### src/sgbr_pkg.sv
// Shared types, codes, constants and the glyph font for the glyph band renderer.
package sgbr_pkg;

  // Signed width for page coordinates once glyph and block offsets are added
  localparam int CoordW = 18;

  localparam int GlyphCount  = 38;
  localparam int GlyphCols   = 5;
  localparam int GlyphDots   = 8;
  localparam int DigitGlyphs = 10;
  localparam int GlyphDash   = 36;
  localparam int GlyphPlus   = 37;

  localparam int QueueDepth = 4;

  localparam logic [7:0] CharZero = 8'h30;
  localparam logic [7:0] CharNine = 8'h39;
  localparam logic [7:0] CharA    = 8'h41;
  localparam logic [7:0] CharZ    = 8'h5a;
  localparam logic [7:0] CharDash = 8'h2d;
  localparam logic [7:0] CharPlus = 8'h2b;

  localparam logic [15:0] BandTopRst    = 16'd0;
  localparam logic [15:0] BandBottomRst = 16'd64;
  localparam logic [10:0] RowWidthRst   = 11'd1024;

  typedef enum logic [1:0] {
    OP_WRITE = 2'd0,
    OP_FILL  = 2'd1,
    OP_CHAR  = 2'd2,
    OP_READ  = 2'd3
  } op_e;

  typedef enum logic [1:0] {
    REG_BAND_TOP    = 2'd0,
    REG_BAND_BOTTOM = 2'd1,
    REG_ROW_WIDTH   = 2'd2
  } reg_e;

  typedef enum logic [1:0] {
    KIND_PIXEL = 2'd0,
    KIND_FILL  = 2'd1,
    KIND_GLYPH = 2'd2,
    KIND_READ  = 2'd3
  } kind_e;

  typedef struct packed {
    kind_e              kind;
    logic signed [15:0] x;
    logic signed [15:0] y;
    logic [5:0]         glyph;
    logic [4:0]         scale;
    logic [7:0]         value;
  } cmd_t;

  typedef struct packed {
    logic       hit;
    logic [5:0] idx;
  } glyph_sel_t;

  // Column bitmaps, bit k of a column is dot row k
  localparam logic [7:0] FontRom [GlyphCount][GlyphCols] = '{
    '{8'h3e, 8'h41, 8'h41, 8'h41, 8'h3e}, '{8'h00, 8'h42, 8'h7f, 8'h40, 8'h00},
    '{8'h42, 8'h61, 8'h51, 8'h49, 8'h46}, '{8'h22, 8'h41, 8'h49, 8'h49, 8'h36},
    '{8'h18, 8'h14, 8'h12, 8'h7f, 8'h10}, '{8'h27, 8'h45, 8'h45, 8'h45, 8'h39},
    '{8'h3e, 8'h49, 8'h49, 8'h49, 8'h32}, '{8'h01, 8'h01, 8'h61, 8'h19, 8'h07},
    '{8'h36, 8'h49, 8'h49, 8'h49, 8'h36}, '{8'h26, 8'h49, 8'h49, 8'h49, 8'h3e},
    '{8'h7c, 8'h12, 8'h11, 8'h12, 8'h7c}, '{8'h7f, 8'h49, 8'h49, 8'h49, 8'h36},
    '{8'h3e, 8'h41, 8'h41, 8'h41, 8'h22}, '{8'h7f, 8'h41, 8'h41, 8'h41, 8'h3e},
    '{8'h7f, 8'h49, 8'h49, 8'h49, 8'h41}, '{8'h7f, 8'h09, 8'h09, 8'h09, 8'h01},
    '{8'h3e, 8'h41, 8'h41, 8'h51, 8'h32}, '{8'h7f, 8'h08, 8'h08, 8'h08, 8'h7f},
    '{8'h00, 8'h41, 8'h7f, 8'h41, 8'h00}, '{8'h61, 8'h41, 8'h41, 8'h7f, 8'h01},
    '{8'h7f, 8'h08, 8'h14, 8'h22, 8'h41}, '{8'h7f, 8'h40, 8'h40, 8'h40, 8'h40},
    '{8'h7f, 8'h02, 8'h04, 8'h02, 8'h7f}, '{8'h7f, 8'h06, 8'h08, 8'h30, 8'h7f},
    '{8'h3e, 8'h41, 8'h41, 8'h41, 8'h3e}, '{8'h7f, 8'h09, 8'h09, 8'h09, 8'h0f},
    '{8'h3e, 8'h41, 8'h51, 8'h61, 8'h7e}, '{8'h7f, 8'h09, 8'h19, 8'h29, 8'h4f},
    '{8'h22, 8'h45, 8'h49, 8'h51, 8'h22}, '{8'h01, 8'h01, 8'h7f, 8'h01, 8'h01},
    '{8'h3f, 8'h40, 8'h40, 8'h40, 8'h3f}, '{8'h07, 8'h18, 8'h60, 8'h18, 8'h07},
    '{8'h3f, 8'h40, 8'h20, 8'h40, 8'h3f}, '{8'h63, 8'h14, 8'h08, 8'h14, 8'h63},
    '{8'h03, 8'h04, 8'h78, 8'h04, 8'h03}, '{8'h61, 8'h51, 8'h49, 8'h45, 8'h43},
    '{8'h00, 8'h08, 8'h08, 8'h08, 8'h00}, '{8'h08, 8'h08, 8'h3e, 8'h08, 8'h08}
  };

  function automatic glyph_sel_t glyph_lookup(input logic [7:0] code);
    glyph_sel_t sel;
    sel.hit = 1'b1;
    sel.idx = '0;
    if (code inside {[CharZero:CharNine]}) begin
      sel.idx = 6'(code - CharZero);
    end else if (code inside {[CharA:CharZ]}) begin
      sel.idx = 6'(code - CharA) + 6'(DigitGlyphs);
    end else if (code == CharDash) begin
      sel.idx = 6'(GlyphDash);
    end else if (code == CharPlus) begin
      sel.idx = 6'(GlyphPlus);
    end else begin
      sel.hit = 1'b0;
    end
    return sel;
  endfunction

  function automatic logic [7:0] font_col(input logic [5:0] g, input logic [2:0] col);
    logic [7:0] bits;
    bits = 8'h00;
    if (int'(g) < GlyphCount && int'(col) < GlyphCols) begin
      bits = FontRom[g][col];
    end
    return bits;
  endfunction

endpackage

### src/sgbr_fifo.sv
// Short command queue between the front end and the drawing back end.
module sgbr_fifo import sgbr_pkg::*; (
  input  logic clk_i,
  input  logic rst_ni,
  input  logic push_i,
  input  cmd_t entry_i,
  output logic full_o,
  input  logic pop_i,
  output logic valid_o,
  output cmd_t entry_o
);

  localparam int PtrW = $clog2(QueueDepth);
  localparam int CntW = $clog2(QueueDepth + 1);

  cmd_t            slots_q [QueueDepth];
  logic [PtrW-1:0] wr_ptr_q, wr_ptr_d;
  logic [PtrW-1:0] rd_ptr_q, rd_ptr_d;
  logic [CntW-1:0] cnt_q, cnt_d;
  logic            do_push, do_pop;

  assign full_o  = cnt_q == CntW'(QueueDepth);
  assign valid_o = cnt_q != '0;
  assign entry_o = slots_q[rd_ptr_q];
  assign do_push = push_i && !full_o;
  assign do_pop  = pop_i && valid_o;

  always_comb begin
    wr_ptr_d = wr_ptr_q;
    rd_ptr_d = rd_ptr_q;
    cnt_d    = cnt_q;
    if (do_push) begin
      wr_ptr_d = (wr_ptr_q == PtrW'(QueueDepth - 1)) ? '0 : wr_ptr_q + 1'b1;
    end
    if (do_pop) begin
      rd_ptr_d = (rd_ptr_q == PtrW'(QueueDepth - 1)) ? '0 : rd_ptr_q + 1'b1;
    end
    if (do_push && !do_pop) begin
      cnt_d = cnt_q + 1'b1;
    end else if (do_pop && !do_push) begin
      cnt_d = cnt_q - 1'b1;
    end
  end

  always_ff @(posedge clk_i or negedge rst_ni) begin
    if (!rst_ni) begin
      wr_ptr_q <= '0;
      rd_ptr_q <= '0;
      cnt_q    <= '0;
    end else begin
      wr_ptr_q <= wr_ptr_d;
      rd_ptr_q <= rd_ptr_d;
      cnt_q    <= cnt_d;
    end
  end

  always_ff @(posedge clk_i) begin
    if (do_push) begin
      slots_q[wr_ptr_q] <= entry_i;
    end
  end

endmodule

### config.mk
export PLATFORM = sky130hd
export DESIGN_NAME = sgbr_fifo
export DESIGN_NICKNAME = d
export VERILOG_FILES = /design/src/sgbr_pkg.sv /design/src/sgbr_fifo.sv
export SDC_FILE = /design/constraint.sdc
export NUM_CORES = 1
export LEC_CHECK = 0
export ABC_AREA = 0
export BUFFER_PORTS_ARGS = -buffer_cell sky130_fd_sc_hd__buf_4
export CAP_MARGIN = 40
export CORE_ASPECT_RATIO = 1.75
export CORE_MARGIN = 10
export CORE_UTILIZATION = 45
export CTS_CLUSTER_SIZE = 30
export DETAILED_ROUTE_END_ITERATION = 8
export GPL_ROUTABILITY_DRIVEN = 1
export GPL_TIMING_DRIVEN = 0
export PLACE_DENSITY_LB_ADDON = 0.05
export SKIP_CTS_REPAIR_TIMING = 1
export SKIP_LAST_GASP = 1
export SYNTH_ARGS = -nofsm -noshare
export SYNTH_HDL_FRONTEND = slang
export SYNTH_SLANG_ARGS = --single-unit
### constraint.sdc
create_clock -name clk_i -period 3.32 [get_ports clk_i]
set_input_delay 0.166 -clock clk_i [delete_from_list [all_inputs] [get_ports clk_i]]
set_output_delay 0.166 -clock clk_i [all_outputs]
set_load 0.03 [all_outputs]
Yosys cells after proc, flatten, opt, wreduce, memory -nomap -nowiden --
Memories as Yosys holds them, arrays and structs flattened. Index checks and enable logic that the tools add are counted.
Storage, ports and cells: bits in writable memories 212, register bits after elaboration 7, bits of input ports 57, word-level logic and storage cells 26, output and inout bits 55, bits in read-only memories 0, memories kept 1, latch bits 0
Memory list:
- slots_q | depth 4, bits a word 53, read ports 1, clocked after Yosys merged registers in 0, wr ports 1, RTL line sgbr_fifo.sv:16 | cmd_t slots_q [QueueDepth];
Operators by class: order comparisons 0, bitwise logic cells 0, multiplexer cells 6, $mul 0, add/subtract/negate cells 4, eq/ne operators 3, reductions and logical operators 9, divide/modulo/power cells 0, shift-type cells 0
Operators with widths (count):
- $mux 3 | 2
- $add 2x1->2 const B | 2
- $eq 2x2->1 const B | 2
- $logic_and 1x1->1 | 4
- $mux 2 | 2
- $add 3x1->3 const B | 1
- $eq 3x3->1 const B | 1
- $logic_not 1->1 | 3
- $reduce_bool 3->1 | 1
- $sub 3x1->3 const B | 1
- $mux 1 | 2
- $reduce_bool 2->1 | 1

Logic depth before layout (Yosys ltp) --
Gate-level depths: netlist (run 1).
word-level depth 7, depth in mapped cells 9, mapped depth without buffers 8

Worst setup path before layout (run 1) --
No wires, ideal clock.
path kind register -> register, start register cnt_q[2], end memory slots_q[0][0] in the netlist's numbering (enable), buffers on the path 1, period minus slack after synthesis 2570 ps, setup time 416 ps, arrival time 2154 ps, cell stages (with the launch flop) 5, slack 750 ps, path through dfrtp_1 > nor3b_2 > nor2b_1 > buf_6 > and2_1
On the way: word-level cells in the longest chain between the ends 5
Ends and longest elaborated chain:
- start: declaration | RTL line sgbr_fifo.sv:19 | logic [CntW-1:0] cnt_q, cnt_d;
- start signal: assignment | RTL line sgbr_fifo.sv:53 | cnt_q <= cnt_d;
- $eq 3x3->1 | RTL line sgbr_fifo.sv:22 | assign full_o = cnt_q == CntW'(QueueDepth);
- net full_o | RTL line sgbr_fifo.sv:7 | output logic full_o,
- $logic_not 1->1 | RTL line sgbr_fifo.sv:25 | assign do_push = push_i && !full_o;
- $logic_and 1x1->1 | RTL line sgbr_fifo.sv:25
- net do_push | RTL line sgbr_fifo.sv:20 | logic do_push, do_pop;
- $mux 1 | RTL line sgbr_fifo.sv:58 | if (do_push) begin
- $mux 1 (not written as such) | RTL line sgbr_fifo.sv:59 | slots_q[wr_ptr_q] <= entry_i;
- end: declaration | RTL line sgbr_fifo.sv:16
The timed path passes the listed nets, and every way through them passes these cells.

==> results of run 1 <==
power groups by stage:
| stage | logic, mW | clock network, mW | registers (mW) |
|---|---|---|---|
| final | 3.76 | 2.12 | 3.79 |
| after CTS | 3.82 | 2.18 | 3.80 |
| after floorplan | 2.50 | 0 | 3.83 |
| after detailed placement | 3.81 | 0 | 3.85 |
| after global routing | 4.00 | 2.30 | 3.84 |
| after global placement | 3.70 | 0 | 3.88 |
through the flow:
step                      power [mW]  worst slack (ns)  TNS (ns)  instance area (um^2)
final                           9.67              1.19         0                 10500
after global routing            10.1              1.10         0                 10500
after CTS                       9.80              1.14         0                 10000
after detailed placement        7.67              1.22         0                  9400
after global placement          7.58            -0.295    -59.11                  9300
after floorplan                 6.32             0.750         0                  8180
cell type report:
cell class	count	area, um^2
fillers	1348	7430
flip-flops and latches	219	6540
multi-input cells	79	1480
repair buffers	169	1460
clock buffers	24	537
well taps	234	293
plain buffers	13	153
clock inverters	9	65.1
inverters	3	11.3
worst min-delay path by stage:
stage	start	endpoint	slack [ns]	cells past startpoint
2_1_floorplan	rst_ni	cnt_q[0]	-0.13	0
3_3_place_gp	rst_ni	cnt_q[2]	-0.009	1
3_5_place_dp	rst_ni	cnt_q[2]	-0.007	1
4_1_cts	rst_ni	cnt_q[2]	-0.52	1
5_1_grt	rst_ni	rd_ptr_q[1]	0.04	2
6_report	rst_ni	wr_ptr_q[1]	0.04	2
registers in the layout, indices dropped and copies added (netlist names):
signal,flops
cnt_q,3
slots_q,212
rd_ptr_q,2
wr_ptr_q,2
worst reg2reg max path: stages, from the launching register on:
cell and delay, ns:
dfrtp_1 0.44, or3_4 0.42, nand2_2 0.12, ha_1 0.19
inv_1 0.06, fa_1 0.37, xor2_1 0.17, nor2_1 0.12
xor2_1 0.15
cells by family (layout without fill, tap and decap cells):
family        count (synthesis)  count (layout)
flops                       219             219
mux                          58              58
buf+inv                      16             218
simple gates                 11              11
fa+ha+maj                     7               7
xor+xnor                      3               3
placed cells by master, fill, tap and decap left out:
cell / netlist / layout
buf_16: 0 / 1
buf_12: 5 / 8
dlygate4sd3_1: 0 / 54
clkbuf_16: 0 / 21
fa_1: 1 / 1
buf_6: 2 / 2
clkinv_1: 0 / 4
buf_2: 6 / 6
edfxtp_1: 212 / 212
dfrtp_1: 7 / 7
nor3b_2: 1 / 1
and2_4: 0 / 4
mux4_2: 48 / 48
bufinv_16: 0 / 1
buf_4: 0 / 111
mux2_2: 3 / 3
mux4_1: 5 / 5
or3_4: 1 / 1
nor2_1: 3 / 3
nand2_2: 1 / 1
clkbuf_1: 0 / 3
clkinv_2: 0 / 4
nor2b_1: 1 / 1
mux2_4: 2 / 2
xnor2_1: 1 / 1
inv_1: 3 / 3
xor2_1: 2 / 2
ha_1: 6 / 6
metal layers:
metal / vias up / wire length, um
met3: 15 / 898
met1: 1983 / 5800
met4: 0 / 217
li1: 1714 / -
met2: 102 / 8600
met5: - / 0
==> impl_metrics.ini, run 1 <==
[status]
status = finished, final reports clean

[flow_run]
reported_max_cap_violation_count = 0

[global_routing]
via_count_of_the_first_global_routing_pass = 4108
global_route.usage.met1_pct = 14.2
busiest_layer = met2
gr-usage-met3_pct = 3.42
antenna_violations_before_repair = 0
groute.layer.met2.usage_pct = 22.7
grt_remaining_overflow = 0
global_route_wire_length_before_repair_mm = 23.3
grt_start_max_net_pins = 39
grt_use_total_pct = 12.5

[power]
combPwrFrac_pct = 38.9
peakVddDrop_uv = 537
power_density_relative_to_cell_area_nw_per_um2 = 918
clkPwrFrac_pct = 21.9
leakagePower_nw = 3.69
sw_frac_of_total_pct = 32.8
total_switching_power_mw = 3.17
share_of_total_power_in_sequential_cells_pct = 39.2
internal_power_mw = 6.50

[critical_path]
cp_max_fo = 10
timing.setup.critical_path_class = reg2out
cp_num_buf_inv = 3
max_stage_delay_ns = 0.53
critical-path-top-delay-family = buffers and inverters
cp.arrival_ns = 1.96
cp-start-kind = flop
regToRegEndpoint = cnt_q[2]
endpoint_kind = primary output
cp.required_ns = 3.15
crit_path_top_delay_cell = mux4_2
origin_of_the_worst_setup_path = rd_ptr_q[0]
path_cells = buf_6 > buf_12 > mux4_2 > buf_4
critical_path_depth = 4
ff2ff_path_depth = 8
rr_startpoint = cnt_q[0]
ff2ff_setup_slack_ns = 1.22
critPathCapture = entry_o[47]

[synth]
synth_common_cells = 212 x edfxtp_1, 48 x mux4_2, 7 x dfrtp_1
synth_simple_gate_area_share_pct = 0.888
synth.lib_cells_used.distinct = 20
synth_area_per_inst_um2 = 26.0
synth-xor-area-share_pct = 0.321
synth_cell_area_um2 = 8180
synth_largest_type_area_fraction_pct = 77.9
netlist.top_cell.by_area = edfxtp_1
ys_ff_latch = 219
synth_top_family_by_area = multiplexers
synthTopCellsByArea = edfxtp_1 78%, mux4_2 13%, dfrtp_1 2.1%, mux4_1 1.6%, buf_12 1.2%
synth.net_count = 378
area_fraction_in_compound_gates_after_synthesis_pct = 0
synth_most_common_cell = edfxtp_1
synth_sequential_area_ratio_pct = 80.0
synth_edf_count = 212
syn-instance-count = 314
synth_ff_type = edfxtp_1
adder_cell_fraction_of_synth_area_pct = 1.16
yosysWarningCount = 0
yosys-mux-area-fraction_pct = 15.6
post_synth_arst_share_pct = 3.20

[placement]
placed_cells = 663
portBuffers = 111
place_hpwl_mm = 9.88
place.gp.congestion = 0.707

[detailed_routing]
first_iter_violations = 236
detail_route.wl_per_cell_um = 20.7
vias_per_cell = 5.09
detail_route.wirelength_mm = 15.5
drtPass1Iterations = 4
antenna_left = 0
remaining_drc_errors = 0
via_count = 3814

[final_layout]
diodes = 0
area_growth_pct = 28.9
layout-drive-gt1-share_pct = 41.5
final_cell_count_no_fill = 750
fin_nets = 569
final_core_utilization_pct = 58.6

[floorplan]
core-area_um2 = 18000
num_io_pins = 112
dieArea_um2 = 24200
rows = 65
die_y_um = 198
initial_standard_cell_utilization_of_the_core_pct = 45.5
die-width_um = 122

[clock_network]
cts.clk_slew.worst_paths_ns = 0.06
clock-root-buffer = clkbuf_16
tritoncts.num_buffers = 20
cts_tree = yes
clock_tree.htree_level_count = 1
insertion_delay_ns = 0.48
clk_path_buf_depth = 3
tritoncts_num_sinks = 219

[timing]
timing.final.crit_period_ns = 2.13
finalClockSkew_ns = 0.0112
report.final.setup_viol = 0
final_max_slew_viol_count = 0
timing.slew.headroom_pct = 69.9
finalHoldViolCount = 0
whs_ns = 0.0411
pin_slew_with_the_least_headroom_to_its_limit_ns = 0.451
timing.fmax_mhz = 469
finalCritPeriodShare_pct = 64.2
rsz_0062_raised_after_global_routing = no

[hold_path]
hp-class = in2async
(Power assumes the default switching activity.)
==> inputs of run 2 (changes only) <==
Clock period 3.32 ns to 1.8 ns, I/O delays scaled along.
==> impl_metrics.ini, run 2 (synthesis gave the netlist of run 1 again) <==
[timing]
timing.fmax_mhz = 495
rsz_0062_raised_after_global_routing = yes
final_max_slew_viol_count = 0
finalCritPeriodShare_pct = 112
timing.final.crit_period_ns = 2.02
setup_slack_ns = -0.220
report.final.setup_viol = 55
finalClockSkew_ns = 0.00553
finalHoldViolCount = 0
pin_slew_with_the_least_headroom_to_its_limit_ns = 0.414
timing.slew.headroom_pct = 72.4
whs_ns = 0.219

[floorplan]
core-area_um2 = 18000
dieArea_um2 = 24200
num_io_pins = 112
die-width_um = 122
rows = 65
die_y_um = 198
initial_standard_cell_utilization_of_the_core_pct = 45.5

[detailed_routing]
detail_route.wirelength_mm = 16.0
via_count = 3840
detail_route.wl_per_cell_um = 20.6
first_iter_violations = 211
drtPass1Iterations = 4
vias_per_cell = 4.96
antenna_left = 0
remaining_drc_errors = 0

[critical_path]
path_cells = buf_12 > buf_12 > mux4_2 > buf_4
cp-start-kind = flop
critPathMostFrequentCell = buf_12
ff2ff_path_depth = 8
regToRegEndpoint = cnt_q[1]
rr_startpoint = cnt_q[1]
timing.setup.critical_path_class = reg2out
cp.arrival_ns = 1.93
ff2ff_setup_slack_ns = -0.17
critical_path_depth = 4
origin_of_the_worst_setup_path = rd_ptr_q[0]
critPathCapture = entry_o[52]
max_stage_delay_ns = 0.53
cp_max_fo = 10
cp_num_buf_inv = 3
critical-path-top-delay-family = multiplexers
crit_path_top_delay_cell = mux4_2
endpoint_kind = primary output
cp.required_ns = 1.71

[clock_network]
insertion_delay_ns = 0.48
tritoncts_num_sinks = 219
clock-root-buffer = clkbuf_16
tritoncts.num_buffers = 20
clock_tree.htree_level_count = 1
cts.clk_slew.worst_paths_ns = 0.07
cts_tree = yes
clk_path_buf_depth = 3

[final_layout]
finish.instance_area_um2 = 10900
diodes = 0
final_cell_count_no_fill = 774
layout-drive-gt1-share_pct = 45.2
max_flop_register = slots_q
largest_register_ffs = 212
layout_common_cells = 212 x edfxtp_1, 126 x buf_4, 56 x dlygate4sd3_1
area_growth_pct = 32.8
final_common_cell = edfxtp_1
top_regs = slots_q (212), cnt_q (3)
fin_nets = 590

[hold_path]
hp-class = in2reg

[power]
total_power_mw = 18.8
power_density_relative_to_cell_area_nw_per_um2 = 1730
peakVddDrop_uv = 880
leakagePower_nw = 3.84

[placement]
place_ws_ns = -0.213
place_hpwl_mm = 9.61
place.gp.congestion = 0.683
placed_cells = 663
post_dp_cell_area_um2 = 9420
portBuffers = 111

[global_routing]
busiest_layer = met2
via_count_of_the_first_global_routing_pass = 4167
gr-usage-met3_pct = 3.08
antenna_violations_before_repair = 0
grt_remaining_overflow = 0
grt_use_total_pct = 12.6
grt_start_max_net_pins = 33
global_route.usage.met1_pct = 14.2
global_route_wire_length_before_repair_mm = 23.3
groute.layer.met2.usage_pct = 22.9

[status]
status = finished, violations left
violations_in_the_final_reports = setup timing

[flow_run]
reported_max_cap_violation_count = 0
## run 2: per-layer routing
| metal | share of wire, % | up-vias |
|---|---|---|
| met2 | 55 | 91 |
| met5 | 0 | - |
| met3 | 4.9 | 19 |
| li1 | - | 1757 |
| met4 | 1.6 | 0 |
| met1 | 39 | 1973 |
## run 2: final cells by class
type | count | area [um^2]
clock inverter | 13 | 164
multi-input combinational | 83 | 1530
inverter | 3 | 11.3
buffer | 13 | 174
tap | 234 | 293
clock buffer | 23 | 533
timing repair buffer | 186 | 1610
sequential | 219 | 6540
fill | 1320 | 7120
## run 2: where the power goes
part,switching (mW),total (mW),leakage [nW],internal [mW]
Clock,1.73,4.43,0.342,2.70
Sequential,0.254,6.99,2.02,6.73
Combinational,4.03,7.35,1.48,3.32
## run 2: worst min path at each step
stage / from / end / slack, ns / cells past startpoint
after floorplan: rst_ni / cnt_q[0] / -0.21 / 0
after global placement: rst_ni / cnt_q[1] / -0.09 / 1
after detailed placement: rst_ni / cnt_q[0] / -0.09 / 1
after CTS: rst_ni / wr_ptr_q[0] / -0.61 / 1
after global routing: push_i / cnt_q[0] / 0.23 / 5
final: push_i / cnt_q[0] / 0.22 / 5
## run 2: worst reg2reg max path: cells and delay by family, from the launching register on
kind	cells	cell delay [ns]
DFF	1	0.43
and+or+nand+nor	2	0.27
adders and majority gates	2	0.57
muxes	1	0.27
buffers and inverters	3	0.33
## run 2: through the flow
step / util, % / setup TNS, ns
floorplan: - / -39.52
detailed placement: 52.4 / -16.27
CTS: 56.3 / -31.25
global placement: 51.9 / -152.85
finish: 60.4 / -9.87
global route: 60.4 / -16.03
