===== src/sgbr_pkg.sv =====
// Shared types, codes, constants and the glyph font for the glyph band renderer.
package sgbr_pkg;

  // Signed width for page coordinates once glyph and block offsets are added
  localparam int CoordW = 18;

  localparam int GlyphCount  = 38;
  localparam int GlyphCols   = 5;
  localparam int GlyphDots   = 8;
  localparam int DigitGlyphs = 10;
  localparam int GlyphDash   = 36;
  localparam int GlyphPlus   = 37;

  localparam int QueueDepth = 4;

  localparam logic [7:0] CharZero = 8'h30;
  localparam logic [7:0] CharNine = 8'h39;
  localparam logic [7:0] CharA    = 8'h41;
  localparam logic [7:0] CharZ    = 8'h5a;
  localparam logic [7:0] CharDash = 8'h2d;
  localparam logic [7:0] CharPlus = 8'h2b;

  localparam logic [15:0] BandTopRst    = 16'd0;
  localparam logic [15:0] BandBottomRst = 16'd64;
  localparam logic [10:0] RowWidthRst   = 11'd1024;

  typedef enum logic [1:0] {
    OP_WRITE = 2'd0,
    OP_FILL  = 2'd1,
    OP_CHAR  = 2'd2,
    OP_READ  = 2'd3
  } op_e;

  typedef enum logic [1:0] {
    REG_BAND_TOP    = 2'd0,
    REG_BAND_BOTTOM = 2'd1,
    REG_ROW_WIDTH   = 2'd2
  } reg_e;

  typedef enum logic [1:0] {
    KIND_PIXEL = 2'd0,
    KIND_FILL  = 2'd1,
    KIND_GLYPH = 2'd2,
    KIND_READ  = 2'd3
  } kind_e;

  typedef struct packed {
    kind_e              kind;
    logic signed [15:0] x;
    logic signed [15:0] y;
    logic [5:0]         glyph;
    logic [4:0]         scale;
    logic [7:0]         value;
  } cmd_t;

  typedef struct packed {
    logic       hit;
    logic [5:0] idx;
  } glyph_sel_t;

  // Column bitmaps, bit k of a column is dot row k
  localparam logic [7:0] FontRom [GlyphCount][GlyphCols] = '{
    '{8'h3e, 8'h41, 8'h41, 8'h41, 8'h3e}, '{8'h00, 8'h42, 8'h7f, 8'h40, 8'h00},
    '{8'h42, 8'h61, 8'h51, 8'h49, 8'h46}, '{8'h22, 8'h41, 8'h49, 8'h49, 8'h36},
    '{8'h18, 8'h14, 8'h12, 8'h7f, 8'h10}, '{8'h27, 8'h45, 8'h45, 8'h45, 8'h39},
    '{8'h3e, 8'h49, 8'h49, 8'h49, 8'h32}, '{8'h01, 8'h01, 8'h61, 8'h19, 8'h07},
    '{8'h36, 8'h49, 8'h49, 8'h49, 8'h36}, '{8'h26, 8'h49, 8'h49, 8'h49, 8'h3e},
    '{8'h7c, 8'h12, 8'h11, 8'h12, 8'h7c}, '{8'h7f, 8'h49, 8'h49, 8'h49, 8'h36},
    '{8'h3e, 8'h41, 8'h41, 8'h41, 8'h22}, '{8'h7f, 8'h41, 8'h41, 8'h41, 8'h3e},
    '{8'h7f, 8'h49, 8'h49, 8'h49, 8'h41}, '{8'h7f, 8'h09, 8'h09, 8'h09, 8'h01},
    '{8'h3e, 8'h41, 8'h41, 8'h51, 8'h32}, '{8'h7f, 8'h08, 8'h08, 8'h08, 8'h7f},
    '{8'h00, 8'h41, 8'h7f, 8'h41, 8'h00}, '{8'h61, 8'h41, 8'h41, 8'h7f, 8'h01},
    '{8'h7f, 8'h08, 8'h14, 8'h22, 8'h41}, '{8'h7f, 8'h40, 8'h40, 8'h40, 8'h40},
    '{8'h7f, 8'h02, 8'h04, 8'h02, 8'h7f}, '{8'h7f, 8'h06, 8'h08, 8'h30, 8'h7f},
    '{8'h3e, 8'h41, 8'h41, 8'h41, 8'h3e}, '{8'h7f, 8'h09, 8'h09, 8'h09, 8'h0f},
    '{8'h3e, 8'h41, 8'h51, 8'h61, 8'h7e}, '{8'h7f, 8'h09, 8'h19, 8'h29, 8'h4f},
    '{8'h22, 8'h45, 8'h49, 8'h51, 8'h22}, '{8'h01, 8'h01, 8'h7f, 8'h01, 8'h01},
    '{8'h3f, 8'h40, 8'h40, 8'h40, 8'h3f}, '{8'h07, 8'h18, 8'h60, 8'h18, 8'h07},
    '{8'h3f, 8'h40, 8'h20, 8'h40, 8'h3f}, '{8'h63, 8'h14, 8'h08, 8'h14, 8'h63},
    '{8'h03, 8'h04, 8'h78, 8'h04, 8'h03}, '{8'h61, 8'h51, 8'h49, 8'h45, 8'h43},
    '{8'h00, 8'h08, 8'h08, 8'h08, 8'h00}, '{8'h08, 8'h08, 8'h3e, 8'h08, 8'h08}
  };

  function automatic glyph_sel_t glyph_lookup(input logic [7:0] code);
    glyph_sel_t sel;
    sel.hit = 1'b1;
    sel.idx = '0;
    if (code inside {[CharZero:CharNine]}) begin
      sel.idx = 6'(code - CharZero);
    end else if (code inside {[CharA:CharZ]}) begin
      sel.idx = 6'(code - CharA) + 6'(DigitGlyphs);
    end else if (code == CharDash) begin
      sel.idx = 6'(GlyphDash);
    end else if (code == CharPlus) begin
      sel.idx = 6'(GlyphPlus);
    end else begin
      sel.hit = 1'b0;
    end
    return sel;
  endfunction

  function automatic logic [7:0] font_col(input logic [5:0] g, input logic [2:0] col);
    logic [7:0] bits;
    bits = 8'h00;
    if (int'(g) < GlyphCount && int'(col) < GlyphCols) begin
      bits = FontRom[g][col];
    end
    return bits;
  endfunction

endpackage


===== src/sgbr_if.sv =====
// Command and read-response channel interfaces of the glyph band renderer.
interface sgbr_cmd_if;
  logic               valid;
  logic               ready;
  logic [1:0]         opcode;
  logic signed [15:0] x_pos;
  logic signed [15:0] y_pos;
  logic [7:0]         char_code;
  logic [4:0]         scale;
  logic [7:0]         pixel_value;

  modport source (
    output valid, opcode, x_pos, y_pos, char_code, scale, pixel_value,
    input  ready
  );
  modport sink (
    input  valid, opcode, x_pos, y_pos, char_code, scale, pixel_value,
    output ready
  );
endinterface



===== src/sgbr_front.sv =====
// Command front end: accepts beats, drops commands that draw nothing, classifies the rest.
module sgbr_front import sgbr_pkg::*; (
  sgbr_cmd_if.sink cmd,
  input  logic     accept_en_i,
  input  logic     full_i,
  output logic     push_o,
  output cmd_t     entry_o
);

  glyph_sel_t sel;
  logic       keep;
  logic       ready;

  assign sel   = glyph_lookup(cmd.char_code);
  assign ready = accept_en_i && !full_i;
  assign cmd.ready = ready;

  always_comb begin
    entry_o.x     = cmd.x_pos;
    entry_o.y     = cmd.y_pos;
    entry_o.glyph = sel.idx;
    entry_o.scale = cmd.scale;
    entry_o.value = cmd.pixel_value;
    case (op_e'(cmd.opcode))
      OP_WRITE: begin
        entry_o.kind = KIND_PIXEL;
        keep         = 1'b1;
      end
      OP_FILL: begin
        entry_o.kind = KIND_FILL;
        keep         = cmd.scale != 5'd0;
      end
      OP_CHAR: begin
        entry_o.kind = KIND_GLYPH;
        keep         = (cmd.scale != 5'd0) && sel.hit;
      end
      OP_READ: begin
        entry_o.kind = KIND_READ;
        keep         = 1'b1;
      end
      default: begin
        entry_o.kind = KIND_PIXEL;
        keep         = 1'b0;
      end
    endcase
  end

  assign push_o = cmd.valid && ready && keep;

endmodule


===== src/flat_wrapper.sv =====
// flat-port wrapper written by rule: the top's interface ports become plain ports
module sgbr_front_flat import sgbr_pkg::*;
  (accept_en_i, full_i, push_o, entry_o, cmd_valid, cmd_opcode, cmd_x_pos, cmd_y_pos, cmd_char_code, cmd_scale, cmd_pixel_value, cmd_ready);
  sgbr_cmd_if cmd_i ();
  input  logic accept_en_i;
  input  logic full_i;
  output logic push_o;
  output cmd_t entry_o;
  input wire logic [$bits(cmd_i.valid)-1:0] cmd_valid;
  input wire logic [$bits(cmd_i.opcode)-1:0] cmd_opcode;
  input wire logic [$bits(cmd_i.x_pos)-1:0] cmd_x_pos;
  input wire logic [$bits(cmd_i.y_pos)-1:0] cmd_y_pos;
  input wire logic [$bits(cmd_i.char_code)-1:0] cmd_char_code;
  input wire logic [$bits(cmd_i.scale)-1:0] cmd_scale;
  input wire logic [$bits(cmd_i.pixel_value)-1:0] cmd_pixel_value;
  output wire logic [$bits(cmd_i.ready)-1:0] cmd_ready;
  assign cmd_i.valid = cmd_valid;
  assign cmd_i.opcode = cmd_opcode;
  assign cmd_i.x_pos = cmd_x_pos;
  assign cmd_i.y_pos = cmd_y_pos;
  assign cmd_i.char_code = cmd_char_code;
  assign cmd_i.scale = cmd_scale;
  assign cmd_i.pixel_value = cmd_pixel_value;
  assign cmd_ready = cmd_i.ready;
  sgbr_front u_core (.cmd(cmd_i), .accept_en_i(accept_en_i), .full_i(full_i), .push_o(push_o), .entry_o(entry_o));
endmodule

===== config.mk =====
export PLATFORM = sky130hd
export DESIGN_NAME = sgbr_front_flat
export DESIGN_NICKNAME = d
export VERILOG_FILES = /design/src/sgbr_pkg.sv /design/src/sgbr_if.sv /design/src/sgbr_front.sv /design/src/flat_wrapper.sv
export SDC_FILE = /design/constraint.sdc
export NUM_CORES = 1
export LEC_CHECK = 0
export BUFFER_PORTS_ARGS = -buffer_cell sky130_fd_sc_hd__buf_2
export CORE_UTILIZATION = 30
export DETAILED_ROUTE_END_ITERATION = 6
export MAX_ROUTING_LAYER = met4
export PLACE_DENSITY = 0.86
export SYNTH_ARGS = -nofsm -noshare
export SYNTH_HDL_FRONTEND = slang
export SYNTH_SLANG_ARGS = --single-unit

===== constraint.sdc =====
create_clock -name vclk -period 2.2
set_input_delay 0.11 -clock vclk [all_inputs]
set_output_delay 0.11 -clock vclk [all_outputs]
set_load 0.05 [all_outputs]

Word level (Yosys, flattened, before mapping)
Cells that the tools add are included.
{"block": "word_totals", "regBits": 0, "in_bits": 58}
{"block": "op_classes", "n_reduce_logical": 10, "muxes": 10, "n_lt_le_gt_ge": 4, "add_sub_neg": 3, "eq_ne": 5}
{"operator": "two-way mux 6 bit", "count": 4}
{"operator": "equality test 8 x 6 -> 1 bit, second input constant", "count": 2}
{"operator": ">= comparator 8 x 6 -> 1 bit, second input constant", "count": 1}
{"operator": ">= comparator 8 x 7 -> 1 bit, second input constant", "count": 1}
{"operator": "<= comparator 8 x 6 -> 1 bit, second input constant", "count": 1}
{"operator": "<= comparator 8 x 7 -> 1 bit, second input constant", "count": 1}
{"operator": "case mux 2 bit (4 select lines)", "count": 1}
{"operator": "adder 6 x 4 -> 6 bit, second input constant", "count": 1}
{"operator": "logical AND 1 bit", "count": 6}
{"operator": "subtractor 6 x 1 -> 6 bit, second input constant", "count": 1}
{"operator": "subtractor 6 bit, second input constant", "count": 1}
{"operator": "nonzero test 5 bit", "count": 1}
{"operator": "equality test 2 bit, second input constant", "count": 2}
{"operator": "two-way mux 1 bit", "count": 4}
{"operator": "case mux 1 bit (3 select lines)", "count": 1}
{"operator": "equality test 2 x 1 -> 1 bit, second input constant", "count": 1}
{"operator": "logical NOT 2 bit", "count": 1}
{"operator": "OR reduction 2 bit", "count": 1}
{"operator": "logical NOT 1 bit", "count": 1}

Depth between registers and ports, before layout
Gate-level depths: netlist of the first run.
{"block": "logic_depth", "depth_word": 8, "mapped_depth": 8, "depth_no_buf": 7}

Worst setup path before layout of the first run
OpenSTA, ideal clock, no wires.
{"block": "synth_timing", "path_kind": "input to output", "from": "in cmd_char_code[3]", "to": "out entry_o[14] (netlist bit)", "arrival_time_ns": 2.170, "stages": 5, "required_ns": 2.090, "path_buffers": 1, "path_slack_ns": -0.080, "path_cell_list": "buf_6 > or4_4 > nor4_4 > o21ai_2 > o21ai_0"}
{"element": "from (decl)", "line_no": "flat_wrapper.sv:13", "rtl": "input wire logic [$bits(cmd_i.char_code)-1:0] cmd_char_code;"}
{"element": "to (decl)", "line_no": "flat_wrapper.sv:8", "rtl": "output cmd_t entry_o;"}

Final worst setup path of the first run
{"block": "layout_timing", "from": "in cmd_char_code[4]", "to": "out push_o"}
{"block": "layout_via", "elab_chain_cells": 8}
{"element": "branches (longest 4 deep; another with >= comparator 8 x 7 -> 1 bit)"}
{"element": "two-way mux 1 bit (*)", "line_no": "sgbr_pkg.sv:88", "rtl": "if (code inside {[CharZero:CharNine]}) begin"}
{"element": "logical AND 1 bit (*)", "line_no": "sgbr_front.sv:35", "rtl": "keep = (cmd.scale != 5'd0) && sel.hit;"}
{"element": "case mux 1 bit (3 select lines) (*)", "line_no": "sgbr_front.sv:24", "rtl": "case (op_e'(cmd.opcode))"}
{"element": "logical AND 1 bit (*)", "line_no": "sgbr_front.sv:48", "rtl": "assign push_o = cmd.valid && ready && keep;"}
{"element": "to (decl)", "line_no": "flat_wrapper.sv:7", "rtl": "output logic push_o;"}
Mark *: on every way between the ends.

==> out/metrics.cfg, run 1 <==
[final_layout]
fin_area_sq_um=758
num-nets-final=182
antennaDiodeCount=0
seqCellArea_sq_um=0
clock_buffers=0
drive_above_1_share_pct=38.5
area_growth_pct=-16.5
seq_cells=0

[synthesis]
synth_area_leaders=buf_4, ha_1, inv_1
synth_nets=194
synth_cells=123
yosys.area.top_type_share_pct=38.0
synth_cell_type_count=32
synth_commonest_cells=buf_4, ha_1, inv_1, nand2_1, nor2_1
yosysTopAreaCell=buf_4
ys.warnings.count=0
syn-cell-area_sq_um=908
post-synth-top-count-cell=buf_4
synth_seq_area_share_pct=0
synth_area_per_cell_sq_um=7.39

[sta]
rsz0062_at_grt=no
final.period_utilization_pct=92.5
fmax_mhz=491
hold_viol=0
setup_viol=0
tightest_slew_ns=0.383
drv_slew=0
finalSetupTns_ns=0
hold_ws_ns=0.220
slew_headroom_pct=74.3
post-route-min-period_ns=2.04

[detailed_routing]
firstDrtPassIters=6
routed_wl_microns=1740
antenna_left=0
vias=704
via_per_inst=5.03
drc=12
routedWlPerCell_microns=12.4
drtIter0Drc=88

[grt]
grt_start_max_net_pins=12
grt_pass1_wl_microns=2690
antenna_found_initial=0
grt.total_usage_pct=10.5
grt_pass1_vias=643
grt-ovfl-total=0

[worst_hold_path]
hp-class=in2out

[worst_setup_path]
crit_arrival_ns=1.93
start_kind=input pin
crit_fanout=5
setup.worst_path.end_class=output port
crit_type=in2out
crit_required_ns=2.09

[status]
violations=DRC
status=finished, violations left

[cts]
post_cts_buffers=0
ctsResizeCount=0
postCtsHoldBufs=0

[die]
die_w_microns=57.0
io_pins=113
die_area_sq_um=3250
core_area_sq_um=2810
rows=19
start_util_pct=32.4
die_h_microns=57.0

[placed_design]
gp_congestion=0.844
placed_cell_area_sq_um=758
io_buffers=33
place_hpwl_microns=1440

[pwr]
leakagePower_nw=0.399
ir_worst_vdd_mv=0.0737
totalPowerFinal_w=0.000163
powerDensity_nw_per_um2=216

[job]
cap_violations=0

critical path: stages:
cell	delay, ns
buf_2	0.13
ha_1	0.24
or4_4	0.44
nor4_4	0.23
o31a_2	0.23
o221ai_2	0.11
a21oi_2	0.16
buf_2	0.28
stage by stage:
stage	setup WS, ns	instances	utilization [%]
2_1_floorplan	-0.0804	123	-
3_3_place_gp	0.212	140	27.0
3_5_place_dp	0.127	140	27.0
4_1_cts	0.123	140	27.0
5_1_grt	0.0732	140	27.0
6_report	0.164	140	27.0
layout by cell type (no fill, tap or decap), types with 2 or more instances in the layout:
cell type / netlist / final
xnor2_1: 2 / 2
ha_1: 13 / 13
a21oi_1: 3 / 3
buf_2: 1 / 33
a31oi_1: 3 / 3
nand2_1: 8 / 8
o21ai_0: 4 / 4
nand3_1: 3 / 3
nor2b_1: 4 / 4
inv_1: 8 / 8
nor2_1: 8 / 8
routing by layer:
metal	track usage (%)	wire (microns)	share of wire (%)	vias up
met4	4.18	41	2.4	0
met5	-	0	0	-
met3	2.04	163	9.4	8
met1	11.7	725	42	305
met2	18.3	810	47	49
li1	-	-	-	342
power breakdown:
part	internal [W]	switching [W]	leakage, nW	total (W)
Combinational	0.0000506	0.000113	0.399	0.000163
Sequential	0	0	0	0
Clock	0	0	0	0
Total	0.0000506	0.000113	0.399	0.000163
logic make-up (layout without fill, tap and decap cells):
family,count (synthesis),after routing,synth area share [%]
AOI/OAI and AO/OA,18,18,14.6
xor gates and xnor gates,2,2,1.93
adders and majority gates,13,13,17.9
and+or+nand+nor,32,32,20.1
muxes,2,2,2.34
buffers and inverters,56,42,43.1
area by class of cell:
cell class,count,area (sq um)
multi-input cells,67,517
well taps,31,38.8
fillers,335,2050
inverters,8,30.0
repair buffers,34,173
final timing paths:
kind / start / end / slack, ns / depth (start not counted)
worst min-delay path: cmd_x_pos[5] / entry_o[40] / 0.22 / 0
worst max-delay path: cmd_char_code[4] / push_o / 0.16 / 8
(Power assumes the default switching activity.)
==> inputs of run 2 (changes only) <==
ABC_AREA = 1   (was unset)
CORE_UTILIZATION = 37   (was 30)
PLACE_DENSITY = 0.95   (was 0.86)
==> run 2 against run 1 <==
  * The flow now finishes without violations
  * Worst setup slack gained 0.30 ns
  * Total power rose by 12%
  * Cell count is 17% higher
  * Flip-flop and latch count stayed put
  * Global-route usage increased by 0.79 points
  * Synthesized cell count rose by 21%
  * Sequential share of layout area did not move
==> out/metrics.cfg, run 2 <==
[status]
status=completed  ; was finished, violations left

[pwr]
power_frac_seq_pct=0  ; about the same
ir_worst_vdd_mv=0.109  ; was 0.0737 mV
switching_share_pct=71.5  ; was 69.0%
totalPowerFinal_w=0.000184  ; was 0.000163 W
p_comb_share_pct=100.0  ; about the same
switching_power_w=0.000131  ; was 0.000113 W
leakagePower_nw=0.484  ; was 0.399 nW
intPower_w=0.0000524  ; was 0.0000506 W
p_clk_share_pct=0  ; about the same
powerDensity_nw_per_um2=236  ; was 216 nW/um^2

[cts]
postCtsHoldBufs=0  ; unchanged
ctsResizeCount=0  ; unchanged
post_cts_buffers=0  ; unchanged

[detailed_routing]
drtIter0Drc=18  ; was 88
routedWlPerCell_microns=9.82  ; was 12.4 microns
via_per_inst=4.53  ; was 5.03
vias=743  ; was 704
firstDrtPassIters=4  ; was 6
drc=0  ; was 12
antenna_left=0  ; unchanged
routed_wl_microns=1610  ; was 1740 microns

[final_layout]
antennaDiodeCount=0  ; unchanged
seqCellArea_sq_um=0  ; unchanged
final_common_cell=buf_2  ; unchanged
area_growth_pct=-16.0  ; was -16.5%
fin_area_sq_um=779  ; was 758 sq um
stdcell_count=164  ; was 140
seq_cells=0  ; unchanged
clock_buffers=0  ; unchanged
drive_above_1_share_pct=33.8  ; was 38.5%
layout_common_cells=buf_2, nand2_1, inv_1  ; was buf_2, ha_1, inv_1, nand2_1, nor2_1
fillCellCount=264  ; was 335
num-nets-final=209  ; was 182

[worst_setup_path]
crit_path_start=cmd_char_code[0]  ; was cmd_char_code[4]
crit_path_top_delay_cell=buf_2  ; was or4_4
crit_fanout=11  ; was 5
path_cells=buf_2 > inv_1 > ha_1 > nand2_1 > nand3b_1 > nand3_2 > nand3_1 > nand2_1 > nand2_1 > nand2_1 > a21oi_2 > buf_2  ; was buf_2 > ha_1 > or4_4 > nor4_4 > o31a_2 > o221ai_2 > a21oi_2 > buf_2
setup.worst_path.end_class=output port  ; unchanged
critical_path.top_delay_family=simple AND/OR/NAND/NOR gates  ; unchanged
start_kind=input pin  ; unchanged
cp_num_buf_inv=3  ; was 2
endpoint=push_o  ; unchanged
slowest_delay_ns=0.26  ; was 0.44 ns
timing.critical_path.mode_cell=nand2_1  ; was buf_2
crit_type=in2out  ; unchanged
crit_arrival_ns=1.63  ; was 1.93 ns
timing.critical_path.depth=12  ; was 8
crit_required_ns=2.09  ; about the same

[die]
core_area_sq_um=2300  ; was 2810 sq um
die_w_microns=52.1  ; was 57.0 microns
rows=17  ; was 19
io_pins=113  ; unchanged
die_h_microns=52.1  ; was 57.0 microns
die_area_sq_um=2710  ; was 3250 sq um
start_util_pct=40.4  ; was 32.4%

[grt]
grt_pass1_wl_microns=2390  ; was 2690 microns
grt_start_max_net_pins=12  ; unchanged
grt.total_usage_pct=11.3  ; was 10.5%
antenna_found_initial=0  ; unchanged
grt-ovfl-total=0  ; unchanged
busiest_layer=met2  ; unchanged
grt_pass1_vias=590  ; was 643
use_met1_pct=13.6  ; was 11.7%
grt_use_met3_pct=0.877  ; was 2.04%
grtUsageMet2_pct=19.0  ; was 18.3%

[placed_design]
placed_cell_area_sq_um=779  ; was 758 sq um
place_hpwl_microns=1350  ; was 1440 microns
gp_congestion=0.898  ; was 0.844
io_buffers=33  ; unchanged
dp.cells=164  ; was 140

[synthesis]
synth_nets=220  ; was 194
ys.warnings.count=0  ; unchanged
syn-cell-area_sq_um=928  ; was 908 sq um
synth_area_leaders=buf_4, ha_1, nand2_1  ; was buf_4, ha_1, inv_1
synth_seq_area_share_pct=0  ; unchanged
post-synth-top-count-cell=buf_4  ; unchanged
yosys.area.top_type_share_pct=36.4  ; was 38.0%
synth_cell_type_count=23  ; was 32
yosysTopAreaCell=buf_4  ; unchanged
synth_commonest_cells=buf_4, nand2_1, inv_1  ; was buf_4, ha_1, inv_1, nand2_1, nor2_1
synth_area_per_cell_sq_um=6.23  ; was 7.39 sq um
synth_cells=149  ; was 123

[sta]
hold_ws_ns=0.220  ; unchanged
final.period_utilization_pct=79.0  ; was 92.5%
rsz0062_at_grt=no  ; unchanged
tightest_slew_ns=0.283  ; was 0.383 ns
drv_slew=0  ; unchanged
setup_viol=0  ; unchanged
fmax_mhz=575  ; was 491 MHz
hold_viol=0  ; unchanged
slew_headroom_pct=81.0  ; was 74.3%
post-route-min-period_ns=1.74  ; was 2.04 ns
finalSetupTns_ns=0  ; unchanged

[job]
cap_violations=0  ; unchanged

[worst_hold_path]
hp-class=in2out  ; unchanged

==> run 2: final cells by class <==
class / count / area [sq um] / area share (%)
inverters: 19 / 71.3 / 9.15
multi-input cells: 84 / 508 / 65.2
well taps: 28 / 35.0 / 4.49
repair buffers: 33 / 165 / 21.2
==> run 2: metrics by stage <==
step / util (%) / worst slack, ns
after floorplan: - / 0.463
after global placement: 33.9 / 0.481
after detailed placement: 33.9 / 0.472
after CTS: 33.9 / 0.465
after global routing: 33.9 / 0.245
final: 33.9 / 0.462
==> run 2: cells by family after synthesis <==
logic type,synth area share [%]
adder cells (fa/ha/maj),17.5
AO/OA/AOI/OAI,8.63
buffers and inverters,45.3
AND/OR/NAND/NOR,26.7
XOR/XNOR,1.89
==> run 2: worst min path at each step <==
stage / slack, ns / cells past startpoint / end / start
floorplan: 0.38 / 2 / push_o / cmd_valid
finish: 0.22 / 0 / entry_o[21] / cmd_y_pos[2]
global route: 0.22 / 0 / entry_o[29] / cmd_y_pos[10]
CTS: 0.22 / 0 / entry_o[26] / cmd_y_pos[7]
detailed placement: 0.22 / 0 / entry_o[26] / cmd_y_pos[7]
global placement: 0.22 / 0 / entry_o[26] / cmd_y_pos[7]
==> run 2: power by group through the flow <==
stage,combinational [W],sequential [W],clock (W)
6_report,0.000184,0,0
5_1_grt,0.000201,0,0
4_1_cts,0.000184,0,0
3_5_place_dp,0.000183,0,0
3_3_place_gp,0.000181,0,0
2_1_floorplan,0.000334,0,0
==> run 2: layer usage <==
metal / up-vias / share of wire, %
met4: 0 / 4.3
met1: 316 / 42
met2: 26 / 47
li1: 387 / -
met3: 14 / 6.5
met5: - / 0
